### src/rtl/btsb_pkg.sv
// Shared types and constants for the byte trigram set builder.
// Used by the front end, back end and top level; depends on nothing.
`default_nettype none

package btsb_pkg;

   // Field widths
   localparam int GRAM_BITS  = 24;
   localparam int COUNT_BITS = 25;
   localparam int BYTE_BITS  = 8;

   // Default configuration and structure sizes
   localparam logic [COUNT_BITS-1:0] LIMIT_RESET = 25'd20000;
   localparam int WINDOW_BYTES_DEFAULT = 3;
   localparam int QUEUE_DEPTH_DEFAULT  = 4;
   localparam int OUT_DEPTH_DEFAULT    = 4;

   // Seen map layout: 64-bit rows tagged with a file epoch
   localparam int ROW_SEL_BITS  = 6;
   localparam int ROW_BITS      = 1 << ROW_SEL_BITS;
   localparam int ROW_ADDR_BITS = GRAM_BITS - ROW_SEL_BITS;
   localparam int MAP_ROWS      = 1 << ROW_ADDR_BITS;
   localparam int EPOCH_BITS    = 8;
   localparam int ENTRY_BITS    = ROW_BITS + EPOCH_BITS;
   localparam logic [EPOCH_BITS-1:0] EPOCH_FIRST = 8'd1;
   localparam logic [EPOCH_BITS-1:0] EPOCH_MAX   = 8'hFF;

   // Register port
   localparam int CSR_ADDR_BITS = 3;
   localparam int CSR_DATA_BITS = 32;
   localparam logic CSR_INDEX_MAX_DISTINCT = 1'b0;

   // Classified request from the front to the back
   typedef struct packed {
      logic [GRAM_BITS-1:0] gram;
      logic                 gram_valid;
      logic                 last;
   } item_type;

   // Finished result on its way to the response channel
   typedef struct packed {
      logic [GRAM_BITS-1:0] trigram;
      logic                 trigram_valid;
      logic                 is_new;
      logic                 overflowed;
      logic                 file_done;
   } result_type;

   // Back end status seen by the top level
   typedef struct packed {
      logic clearing;
      logic pop;
      logic busy;
   } back_status_type;

endpackage

`default_nettype wire

### src/rtl/btsb_back.sv
// Back end: seen-map read-modify-write with forwarding, distinct count,
// overflow flag, file epochs and the map clearing pass. Depends on btsb_pkg.
`default_nettype none

module btsb_back #(
   parameter int OUT_DEPTH = btsb_pkg::OUT_DEPTH_DEFAULT
) (
   input  wire logic                                clock,
   input  wire logic                                reset,
   input  wire logic [btsb_pkg::COUNT_BITS-1:0]     max_distinct,
   input  wire btsb_pkg::item_type                  head,
   input  wire logic                                head_empty,
   input  wire logic [$clog2(OUT_DEPTH+1)-1:0]      out_count,
   output logic                                     pop,
   output logic                                     ram_rd_en,
   output logic [btsb_pkg::ROW_ADDR_BITS-1:0]       ram_rd_addr,
   input  wire logic [btsb_pkg::ENTRY_BITS-1:0]     ram_rd_data,
   output logic                                     ram_wr_en,
   output logic [btsb_pkg::ROW_ADDR_BITS-1:0]       ram_wr_addr,
   output logic [btsb_pkg::ENTRY_BITS-1:0]          ram_wr_data,
   output logic                                     out_push,
   output btsb_pkg::result_type                     out_result,
   output btsb_pkg::back_status_type                status
);

   localparam int OCC_BITS = $clog2(OUT_DEPTH + 1) + 1;
   localparam logic [OCC_BITS-1:0] OCC_LIMIT = OCC_BITS'(OUT_DEPTH);
   localparam logic [btsb_pkg::ROW_ADDR_BITS-1:0] ROW_LAST =
      btsb_pkg::ROW_ADDR_BITS'(btsb_pkg::MAP_ROWS - 1);

   logic                                  clear_busy_ff;
   logic [btsb_pkg::ROW_ADDR_BITS-1:0]    clear_addr_ff;
   logic [btsb_pkg::EPOCH_BITS-1:0]       epoch_ff;
   logic                                  b_valid_ff;
   btsb_pkg::item_type                    b_item_ff;
   logic                                  fwd_valid_ff;
   logic [btsb_pkg::ROW_ADDR_BITS-1:0]    fwd_row_ff;
   logic [btsb_pkg::ROW_BITS-1:0]         fwd_data_ff;
   logic [btsb_pkg::EPOCH_BITS-1:0]       fwd_tag_ff;
   logic [btsb_pkg::COUNT_BITS-1:0]       count_ff;
   logic                                  ovf_ff;

   logic [OCC_BITS-1:0]                   occupancy;
   logic                                  wrap_hold;
   logic [btsb_pkg::ROW_ADDR_BITS-1:0]    b_row;
   logic [btsb_pkg::ROW_SEL_BITS-1:0]     b_sel;
   logic                                  use_fwd;
   logic [btsb_pkg::ROW_BITS-1:0]         cur_data;
   logic [btsb_pkg::EPOCH_BITS-1:0]       cur_tag;
   logic [btsb_pkg::ROW_BITS-1:0]         live;
   logic [btsb_pkg::ROW_BITS-1:0]         new_row;
   logic                                  fresh;
   logic                                  b_write;
   logic [btsb_pkg::COUNT_BITS-1:0]       count_next;
   logic                                  ovf_next;

   // Pop a request when the map is ready and the response queue has room
   assign occupancy = OCC_BITS'(out_count) + OCC_BITS'(b_valid_ff);
   assign wrap_hold = b_valid_ff && b_item_ff.last && (epoch_ff == btsb_pkg::EPOCH_MAX);
   assign pop = !head_empty && !clear_busy_ff && !wrap_hold && (occupancy < OCC_LIMIT);

   // Issue the map row read
   assign ram_rd_en   = pop;
   assign ram_rd_addr = head.gram[btsb_pkg::GRAM_BITS-1:btsb_pkg::ROW_SEL_BITS];

   // Merge read data with the last write and the current epoch
   always_comb begin
      b_row    = b_item_ff.gram[btsb_pkg::GRAM_BITS-1:btsb_pkg::ROW_SEL_BITS];
      b_sel    = b_item_ff.gram[btsb_pkg::ROW_SEL_BITS-1:0];
      use_fwd  = fwd_valid_ff && (fwd_row_ff == b_row);
      cur_data = use_fwd ? fwd_data_ff : ram_rd_data[btsb_pkg::ROW_BITS-1:0];
      cur_tag  = use_fwd ? fwd_tag_ff
                         : ram_rd_data[btsb_pkg::ENTRY_BITS-1:btsb_pkg::ROW_BITS];
      live     = (cur_tag == epoch_ff) ? cur_data : '0;
      new_row  = live | (btsb_pkg::ROW_BITS'(1) << b_sel);
      fresh    = b_item_ff.gram_valid && !live[b_sel];
      b_write  = b_valid_ff && fresh;
      count_next = count_ff + btsb_pkg::COUNT_BITS'(fresh);
      ovf_next   = ovf_ff || (b_item_ff.gram_valid && (count_next > max_distinct));
   end

   // Map write: clearing pass or set-bit update
   always_comb begin
      if (clear_busy_ff) begin
         ram_wr_en   = 1'b1;
         ram_wr_addr = clear_addr_ff;
         ram_wr_data = '0;
      end else begin
         ram_wr_en   = b_write;
         ram_wr_addr = b_row;
         ram_wr_data = {epoch_ff, new_row};
      end
   end

   // Result for the request in the map stage
   assign out_push = b_valid_ff;
   always_comb begin
      out_result.trigram       = b_item_ff.gram;
      out_result.trigram_valid = b_item_ff.gram_valid;
      out_result.is_new        = fresh;
      out_result.overflowed    = ovf_next;
      out_result.file_done     = b_item_ff.last;
   end

   always_comb begin
      status.clearing = clear_busy_ff;
      status.pop      = pop;
      status.busy     = b_valid_ff;
   end

   // Hold the request for its map stage
   always_ff @(posedge clock) begin
      if (pop) begin
         b_item_ff <= head;
      end
      if (b_write) begin
         fwd_row_ff  <= b_row;
         fwd_data_ff <= new_row;
         fwd_tag_ff  <= epoch_ff;
      end
   end

   // Control: stage valid, forwarding, counters, epochs and clearing pass
   always_ff @(posedge clock) begin
      if (reset) begin
         b_valid_ff    <= 1'b0;
         fwd_valid_ff  <= 1'b0;
         count_ff      <= '0;
         ovf_ff        <= 1'b0;
         epoch_ff      <= btsb_pkg::EPOCH_FIRST;
         clear_busy_ff <= 1'b1;
         clear_addr_ff <= '0;
      end else begin
         b_valid_ff <= pop;
         if (clear_busy_ff) begin
            fwd_valid_ff  <= 1'b0;
            clear_addr_ff <= clear_addr_ff + 1'b1;
            if (clear_addr_ff == ROW_LAST) begin
               clear_busy_ff <= 1'b0;
            end
         end else if (b_write) begin
            fwd_valid_ff <= 1'b1;
         end
         if (b_valid_ff) begin
            if (b_item_ff.last) begin
               count_ff <= '0;
               ovf_ff   <= 1'b0;
               if (count_next != '0) begin
                  if (epoch_ff == btsb_pkg::EPOCH_MAX) begin
                     epoch_ff      <= btsb_pkg::EPOCH_FIRST;
                     clear_busy_ff <= 1'b1;
                     clear_addr_ff <= '0;
                  end else begin
                     epoch_ff <= epoch_ff + 1'b1;
                  end
               end
            end else begin
               count_ff <= count_next;
               ovf_ff   <= ovf_next;
            end
         end
      end
   end

endmodule

`default_nettype wire

### config.mk
export PLATFORM = sky130hd
export DESIGN_NAME = btsb_back
export DESIGN_NICKNAME = d
export VERILOG_FILES = /design/src/rtl/btsb_pkg.sv /design/src/rtl/btsb_back.sv
export SDC_FILE = /design/constraint.sdc
export NUM_CORES = 1
export LEC_CHECK = 0
export BUFFER_PORTS_ARGS = -buffer_cell sky130_fd_sc_hd__buf_2
export CAP_MARGIN = 40
export CORE_UTILIZATION = 49
export CTS_CLUSTER_SIZE = 14
export DETAILED_ROUTE_END_ITERATION = 12
export PLACE_DENSITY = 0.77
export SLEW_MARGIN = 30
export SYNTH_ARGS = -nofsm -noshare
export SYNTH_HDL_FRONTEND = slang
export SYNTH_SLANG_ARGS = --single-unit
### constraint.sdc
create_clock -name clock -period 10.25 [get_ports clock]
set_input_delay 3.075 -clock clock [delete_from_list [all_inputs] [get_ports clock]]
set_output_delay 3.075 -clock clock [all_outputs]
set_load 0.005 [all_outputs]
## After elaboration in Yosys (flattened, before gate mapping)

Cells that the tools add are included.
W data, S select, Z words.

| storage, ports and cells | value |
|---|---|
| word-level logic and storage cells | 65 |
| output and inout bits | 143 |
| bits in registers | 171 |
| memory bits (read-only) | 0 |
| memories | 0 |
| bits in writable memories | 0 |
| bits of input ports | 129 |
| latch bits | 0 |

| cells by class | value |
|---|---|
| $mul | 0 |
| add/sub/neg operators | 4 |
| bitwise gates (word level) | 1 |
| shift-type cells | 1 |
| eq/ne operators | 4 |
| mux-type cells | 22 |
| div/mod/pow operators | 0 |
| order comparisons | 3 |
| reductions and logical operators | 17 |

Operators with widths:

| cell | count |
|---|---|
| $mux W64 | 2 |
| $mux W18 | 6 |
| $mux W72 | 1 |
| $or A64 B64 Y64 | 1 |
| $shl A1 B6 Y64 const A | 1 |
| $add A25 B1 Y25 | 1 |
| $gt A25 B25 Y1 | 1 |
| $mux W25 | 1 |
| $reduce_bool A25 Y1 | 1 |
| $add A18 B1 Y18 const B | 1 |
| $eq A18 B18 Y1 | 1 |
| $eq A18 B18 Y1 const B | 1 |
| $mux W8 | 2 |
| $logic_and A1 B1 Y1 | 9 |
| $mux W1 | 9 |
| $add A8 B1 Y8 const B | 1 |
| $eq A8 B8 Y1 | 1 |
| $eq A8 B8 Y1 const B | 1 |
| $lt A6 B7 Y1 const B | 1 |
| $bmux W1 S6 | 1 |
| $add A3 B1 Y4 | 1 |
| $logic_not A1 Y1 | 4 |
| $lt A4 B3 Y1 const B | 1 |
| $reduce_and A3 Y1 | 1 |
| other kinds (2) | 2 |

## Logic depth before layout (Yosys ltp)

Gate-level depths: netlist of the first run.

| logic depth | value |
|---|---|
| depth in word-level cells | 14 |
| mapped depth | 27 |
| depth with buffers taken out | 23 |

## Worst setup path after synthesis of the first run

No wires, ideal clock.

| timing path | value |
|---|---|
| path type | in2out |
| start | in ram_rd_data[65] (netlist bit) |
| end | out out_result[1] (netlist bit) |
| data arrival time | 7.396 ns |
| stages on the path | 24 |
| slack | -0.221 ns |
| required time | 7.175 ns |
| path buffers | 2 |
| cell sequence | xnor2_1 -> nand4_1 -> a211oi_1 -> a31oi_4 -> or4b_1 -> a21oi_1 -> o21ba_1 -> o21a_1 -> ha_1 -> ha_1 -> and3_1 -> buf_2 -> nand4_1 -> xnor2_1 -> ha_1 -> a21o_1 -> a21o_1 -> a21oi_1 -> nor2b_1 -> o21ai_0 -> a31oi_1 -> a2111oi_0 -> o21bai_1 -> buf_4 |

| between the ends | value |
|---|---|
| word-level cells in the longest chain between the ends | 11 |

Ends and longest elaborated chain:

| item | RTL line | source |
|---|---|---|
| from (decl) | btsb_back.sv:17 | `input wire logic [btsb_pkg::ENTRY_BITS-1:0] ram_rd_data,` |
| $mux W8 | btsb_back.sv:72 | `cur_tag = use_fwd ? fwd_tag_ff` |
| $eq A8 B8 Y1 | btsb_back.sv:74 | `live = (cur_tag == epoch_ff) ? cur_data : '0;` |
| $mux W64 | btsb_back.sv:74 |  |
| $bmux W1 S6 | btsb_back.sv:76 | `fresh = b_item_ff.gram_valid && !live[b_sel];` |
| $mux W1 (not written as such) | btsb_back.sv:76 |  |
| $logic_not A1 Y1 | btsb_back.sv:76 |  |
| $logic_and A1 B1 Y1 | btsb_back.sv:76 |  |
| via fresh | btsb_back.sv:52 | `logic fresh;` |
| $add A25 B1 Y25 | btsb_back.sv:78 | `count_next = count_ff + btsb_pkg::COUNT_BITS'(fresh);` |
| $gt A25 B25 Y1 | btsb_back.sv:79 | `ovf_next = ovf_ff \|\| (b_item_ff.gram_valid && (count_next > max_distinct));` |
| $logic_and A1 B1 Y1 | btsb_back.sv:79 |  |
| $logic_or A1 B1 Y1 | btsb_back.sv:79 |  |
| to (decl) | btsb_back.sv:22 | `output btsb_pkg::result_type out_result,` |

The timed path passes the listed nets, and every way through them passes these cells. The select of a mux whose other input is x is not followed.

==> results.md, run 1 <==
- Status: complete, but fails checks
- Failing checks: setup timing
- EDFF count, synth: 116
- Mean Syn Cell Area: 10.27 um2
- Num CTS Buffers: 17
- Final Slew Violations: 0
- Worst setup margin: -0.3485 ns
- Top cells by area, synth: edfxtp_1 33%, dfxtp_1 10%, mux2i_1 6.9%
- R2R depth: 23
- Synthesized area: 0.01066 mm2
- Initial antenna violation count: 1
- Largest family of logic cells by synthesized area: simple AND/OR/NAND/NOR gates
- Hold-fix buffers at CTS: 0
- Worst skew pair latency: 0.45 ns
- Initial Util: 0.5041
- Wire per inst: 19.73 um
- Fillers: 1,690
- Final WL: 31,410 um
- Leading area contributor after synthesis: edfxtp_1
- Place WS: -0.5788 ns
- FF+latch area: 0.004588 mm2
- Crit Path Max Fanout: 3
- Type of the worst setup path: in -> out
- Port Buffers: 271
- Area grow syn2layout: 24.44%
- Htree depth: 4
- Clock skew: 0.01533 ns
- Post-Synth XOR/XNOR Area: 0.06818
- Die Width: 149.5 um
- Core Region: 0.02115 mm2
- Ys flop type: edfxtp_1
- Post-Synth Adder-Cell Area: 0.03403
- Crit end category: primary output
- Overall Global Routing Usage: 0.2760
- # setup viols final: 1
- Fin cells: 1,592
- Fin. Hold Viols: 0
- Initial drt markers: 659
- Via Count: 9,325
- Nets: 1,459
- Final ANT Viol Nets: 0
- Post-synthesis async set-or-reset flop share: 0
- Multi-input logic area: 0.005633 mm2
- Total Power: 1.501 mW
- Post-synthesis sequential area ratio: 0.4299
- Dpl cell area: 0.01235 mm2
- Synth warn: 0
- Fin area: 0.01327 mm2
- Unrepaired setup endpoints after global routing: yes
- Number of core rows: 53
- R2R Setup Slk: 4.21 ns
- CP Launch Type: primary input
- Drt first pass iters: 6
- Beginning of the worst hold path: ovf_ff$_SDFFE_PP0P_
- # clock sinks: 171
- Final HPWL DP: 22,700 um
- Cell count after synthesis: 1,038
- CTS Root Buffer Type: clkbuf_16
- Pin count of the biggest net entering global routing: 64
- Crit path required time: 7.18 ns
- Residual DRC count: 0
- Vias in the first global route: 8,760
- Simple-Gate Fraction of Synth Area: 0.1824
- Crit path time final: 10.60 ns
- Worst hold path depth: 2
- Leak pwr: 5.878 nW
- Reg2reg end: epoch_ff[6]$_SDFFE_PP0P_
- GPL Wtd Cong: 0.9629
- IO Pins: 272
- Max Freq: 94.35 MHz
- Max cap viols: 0
- Top cell type's share of synthesized area: 0.3267
- Worst min-delay path class: reg -> reg
- CTS Buffer Depth: 2
- Mapped Nets: 1,196
- Register bit total from synthesis: 171
- Critical R2R Launch: out_result[23]$_DFFE_PP_
- Slew at the pin with the worst max-slew slack: 0.9355 ns
- Slew HR: 0.3764
- Placed Instances: 1,547
- Die area: 0.02235 mm2
- Final Cycle Share: 1.034
- Hold Path Sink: ovf_ff$_SDFFE_PP0P_
- Vias/cell: 5.857
- Clock Pin Slew Worst Setup and Hold Paths: 0.07 ns
- Count of cell types in the netlist: 67
- First-pass GRT wire length: 47,210 um
- Global route total overflow: 0
- Synth Area in Compound Gates: 0.1068
- Worst Path Arrival: 7.52 ns
- VDD IR-drop max: 0.1140 mV
- CTS tree: done
- Multiplexer area fraction after synthesis: 0.1192
- Share of cells above drive strength 1: 0.3409
- Vert. Die Dim: 149.5 um
- Pwr dens: 113.2 mW/mm2
==> layout by cell type (no fill, tap or decap), types with 28 or more instances in the layout <==
cell type,netlist,layout
mux2i_1,73,73
buf_2,18,270
xor2_1,35,34
nand4_1,28,28
nand2_1,38,38
dfxtp_1,55,54
a21oi_1,31,29
xnor2_1,48,44
o22ai_1,69,69
nor2_1,70,69
nor2b_1,93,93
edfxtp_1,116,116
inv_1,34,34
buf_4,27,63
==> what timing repair did <==
| action | in CTS | in global routing |
|---|---|---|
| buffers inserted | 4 | 4 |
| endpoints found under the setup margin | 1 | 1 |
| gates resized for setup | 18 | 15 |
| pin swaps | 14 | 14 |
==> cell usage after synthesis (all sizes together) (7+ instances only) <==
library cell / count
o22ai: 69
xor2: 35
nand3: 31
clkbuf: 39
nor4: 11
and3: 11
nand2: 39
or3: 7
a21oi: 31
nor2b: 93
xnor2: 48
dfxtp: 55
mux4: 15
edfxtp: 116
mux2: 18
nand2b: 9
nand4: 28
a22oi: 10
nor3: 17
ha: 29
nor2: 70
mux2i: 73
o21a: 8
inv: 34
and2: 8
o21ai: 17
buf: 55
a21o: 8
==> final cells by class <==
cell class | count | area share
multi-input combinational | 739 | 0.4245
sequential | 171 | 0.3458
timing repair buffer | 338 | 0.1442
clock buffer | 17 | 0.03206
tap | 275 | 0.02593
clock inverter | 15 | 0.01735
inverter | 34 | 0.009618
antenna | 3 | 0.0005658
==> through the flow <==
| step | util | TNS [ns] | hold slack (ns) |
|---|---|---|---|
| finish | 0.6273 | -0.3485 | 0.5081 |
| global placement | 0.5824 | -0.5157 | 0.4639 |
| detailed placement | 0.5837 | -0.5788 | 0.4735 |
| CTS | 0.6199 | -0.4084 | 0.5002 |
| global route | 0.6269 | -0.6143 | 0.5362 |
| floorplan | - | 0 | 0.4064 |
==> registers in the layout, summed over array words and instances (netlist names) <==
register	cells
fwd_tag_ff	8
fwd_row_ff	18
out_result	26
fwd_data_ff	64
out_push	1
clear_busy_ff	1
clear_addr_ff	18
epoch_ff	8
ovf_ff	1
count_ff	25
fwd_valid_ff	1
==> logic make-up after synthesis <==
group,after synthesis
AND/OR/NAND/NOR,348
AO/OA/AOI/OAI,173
flip-flops,171
buffers and inverters,128
multiplexers,106
XOR/XNOR,83
adder cells (fa/ha/maj),29
==> routing by layer <==
metal  track usage  up-vias  wire, um
li1              -     4311         -
met1        0.3454     4483     12650
met2        0.4729      474     15490
met3       0.04817       57      2459
met4        0.1046        0       807
met5             0        -         0
==> where the power goes <==
part | switching (mW) | internal [mW] | leakage, nW | total [mW]
clock network | 0.350 | 0.346 | 0.313 | 0.696
registers | 0.00144 | 0.729 | 1.49 | 0.730
logic | 0.0355 | 0.0399 | 4.07 | 0.0755
==> critical path, stage by stage <==
cell and delay [ns]:
buf_2 0.11, mux4_2 0.45, nand2b_1 0.10, nand3_1 0.09
a221oi_2 0.28, a2111oi_2 0.12, o31a_1 0.13, nor4b_2 0.29
o21a_1 0.23, ha_4 0.17, ha_4 0.13, and3_4 0.22
nand3_4 0.09, buf_4 0.18, nor2_1 0.14, xor2_1 0.22
ha_1 0.28, nand2_1 0.12, nor4_1 0.07, nor4_1 0.24
a31oi_2 0.17, a2111oi_4 0.33, o21bai_1 0.14, buf_2 0.14
==> how the worst max path moves through the flow <==
stage	start	endpoint	cells past startpoint	slack, ns
2_1_floorplan	ram_rd_data[64]	out_result[1]	24	0.02
5_1_grt	ram_rd_data[43]	out_result[1]	24	-0.61
4_1_cts	ram_rd_data[43]	out_result[1]	24	-0.41
6_report	ram_rd_data[43]	out_result[1]	24	-0.35
3_3_place_gp	ram_rd_data[69]	out_result[1]	23	-0.52
3_5_place_dp	ram_rd_data[69]	out_result[1]	24	-0.58
Power figures use the tool's default switching activity.
==> run 2, diff against run 1 <==
- CORE_ASPECT_RATIO: not set -> 1.2
==> results.md, run 2 (synthesized netlist as in run 1, its figures left out) <==
- Vert. Die Dim: 163.6 um
- Max Freq: 93.84 MHz
- Num CTS Buffers: 17
- Global Route met1 Usage: 0.3302
- Overall Global Routing Usage: 0.2752
- Pin count of the biggest net entering global routing: 64
- Unrepaired setup endpoints after global routing: yes
- Slew at the pin with the worst max-slew slack: 0.8501 ns
- R2R Setup Slk: 3.67 ns
- Nets: 1,463
- Worst min-delay path class: reg -> reg
- Sw Pwr: 0.3769 mW
- Die Width: 136.7 um
- Worst skew pair latency: 0.44 ns
- # setup viols final: 1
- Clock Pin Slew Worst Setup and Hold Paths: 0.08 ns
- CTS Buffer Depth: 2
- Total Power: 1.487 mW
- Max cap viols: 0
- GR Layer Usage met2: 0.4778
- CTS Root Buffer Type: clkbuf_16
- Failing checks: setup timing
- Final Slew Violations: 0
- Die area: 0.02236 mm2
- Residual DRC count: 0
- Logic gate share of total power: 0.054
- Final HPWL DP: 22,660 um
- IO Pins: 272
- Crit Path Max Fanout: 3
- Clock skew: 0.02071 ns
- Port Buffers: 271
- Crit path time final: 10.66 ns
- Type of the worst setup path: in -> out
- Initial drt markers: 833
- Final Cycle Share: 1.040
- Top reg by flops: fwd_data_ff
- Crit path required time: 7.18 ns
- Global route total overflow: 0
- Fin util: 0.6319
- Fin area: 0.01334 mm2
- Worst setup margin: -0.4069 ns
- Drt first pass iters: 5
- Fin Setup TNS: -0.4069 ns
- Place WS: -0.5986 ns
- Part of the power in registers: 0.491
- Commonest non-fill, non-tap cell in the layout: buf_2
- Htree depth: 4
- Crit end category: primary output
- Switching Fraction: 0.2534
- Vias/cell: 5.914
- Area grow syn2layout: 25.15%
- Worst Path Arrival: 7.58 ns
- Via Count: 9,391
- Initial antenna violation count: 0
- Pwr dens: 111.5 mW/mm2
- Dpl cell area: 0.01238 mm2
- Max FFs per register: 64
- Vias in the first global route: 8,904
- VDD IR-drop max: 0.1122 mV
- GRT met3 Usage: 0.04780
- CP Launch Type: primary input
- First-pass GRT wire length: 46,890 um
- Final WL: 31,490 um
- Clock power frac: 0.455
- Status: complete, but fails checks
- Number of core rows: 58
- Gr busiest metal: met2
- Inserted Diodes: 0
- Internal: 1.111 mW
- GPL Wtd Cong: 0.9463
- Fin. Hold Viols: 0
- Leak pwr: 5.924 nW
- Hold-fix buffers at CTS: 0
- CTS tree: done
- Commonest cells after routing, fill and taps aside: 266 x buf_2, 116 x edfxtp_1, 93 x nor2b_1
- Initial Util: 0.5049
- Core Region: 0.02112 mm2
- # clock sinks: 171
- Share of cells above drive strength 1: 0.3475
- Wire per inst: 19.83 um
- Slew HR: 0.4333
- Final ANT Viol Nets: 0
-- run 2: final timing paths --
path | from | endpoint | cells past startpoint
max | ram_rd_data[69] | out_result[1] | 24
min | fwd_valid_ff$_SDFFE_PP0P_ | fwd_valid_ff$_SDFFE_PP0P_ | 1
max reg2reg | out_result[12]$_DFFE_PP_ | clear_busy_ff$_SDFF_PP1_ | 25
min reg2reg | fwd_valid_ff$_SDFFE_PP0P_ | fwd_valid_ff$_SDFFE_PP0P_ | 1
-- run 2: power groups by stage --
stage	Sequential, mW	Combinational [mW]	Clock (mW)
after global placement	0.746	0.0737	0
after floorplan	0.746	0.0349	0
after CTS	0.730	0.0775	0.683
final	0.730	0.0800	0.677
after global routing	0.730	0.0862	0.709
after detailed placement	0.746	0.0752	0
-- run 2: through the flow --
step           instances  hold WS, ns
5_1_grt             1588       0.5038
3_5_place_dp        1548       0.4729
4_1_cts             1585       0.4925
3_3_place_gp        1547       0.4552
2_1_floorplan       1038       0.4064
6_report            1588       0.4924
-- run 2: what timing repair did --
item / in CTS / in global routing
endpoints found under the hold margin: 0 / 0
pin swaps: 21 / 20
buffers inserted: 5 / 2
resized for setup: 21 / 26
setup endpoints to repair: 1 / 1
-- run 2: worst max-delay path, stage by stage --
cell and delay (ns):
buf_2 0.11, xnor2_1 0.15, nand4_1 0.22, a211oi_2 0.32, a31oi_4 0.07, or4b_4 0.50, a21oi_2 0.12, o21ba_4 0.17
o21a_1 0.20, ha_4 0.18, ha_4 0.16, and3_4 0.19, buf_6 0.11, buf_4 0.12, nand2_1 0.10, xnor2_2 0.09
ha_1 0.34, a21oi_2 0.16, nor4_2 0.06, nor4_1 0.33, a31oi_2 0.17, a2111oi_4 0.35, o21bai_1 0.12, buf_2 0.14
-- run 2: layout make-up --
class / instances / area, um2
Tap cell: 270 / 337.8
Clock buffer: 17 / 425.4
Clock inverter: 15 / 210.2
Fill cell: 1671 / 7774
Multi-Input combinational cell: 739 / 5690
Sequential cell: 171 / 4588
Inverter: 34 / 127.6
Timing Repair Buffer: 342 / 1964
-- run 2: metal layers --
layer / part of all wire / routed length [um]
met4: 0.034 / 1057
met2: 0.51 / 16000
met3: 0.071 / 2246
met5: 0 / 0
met1: 0.39 / 12180
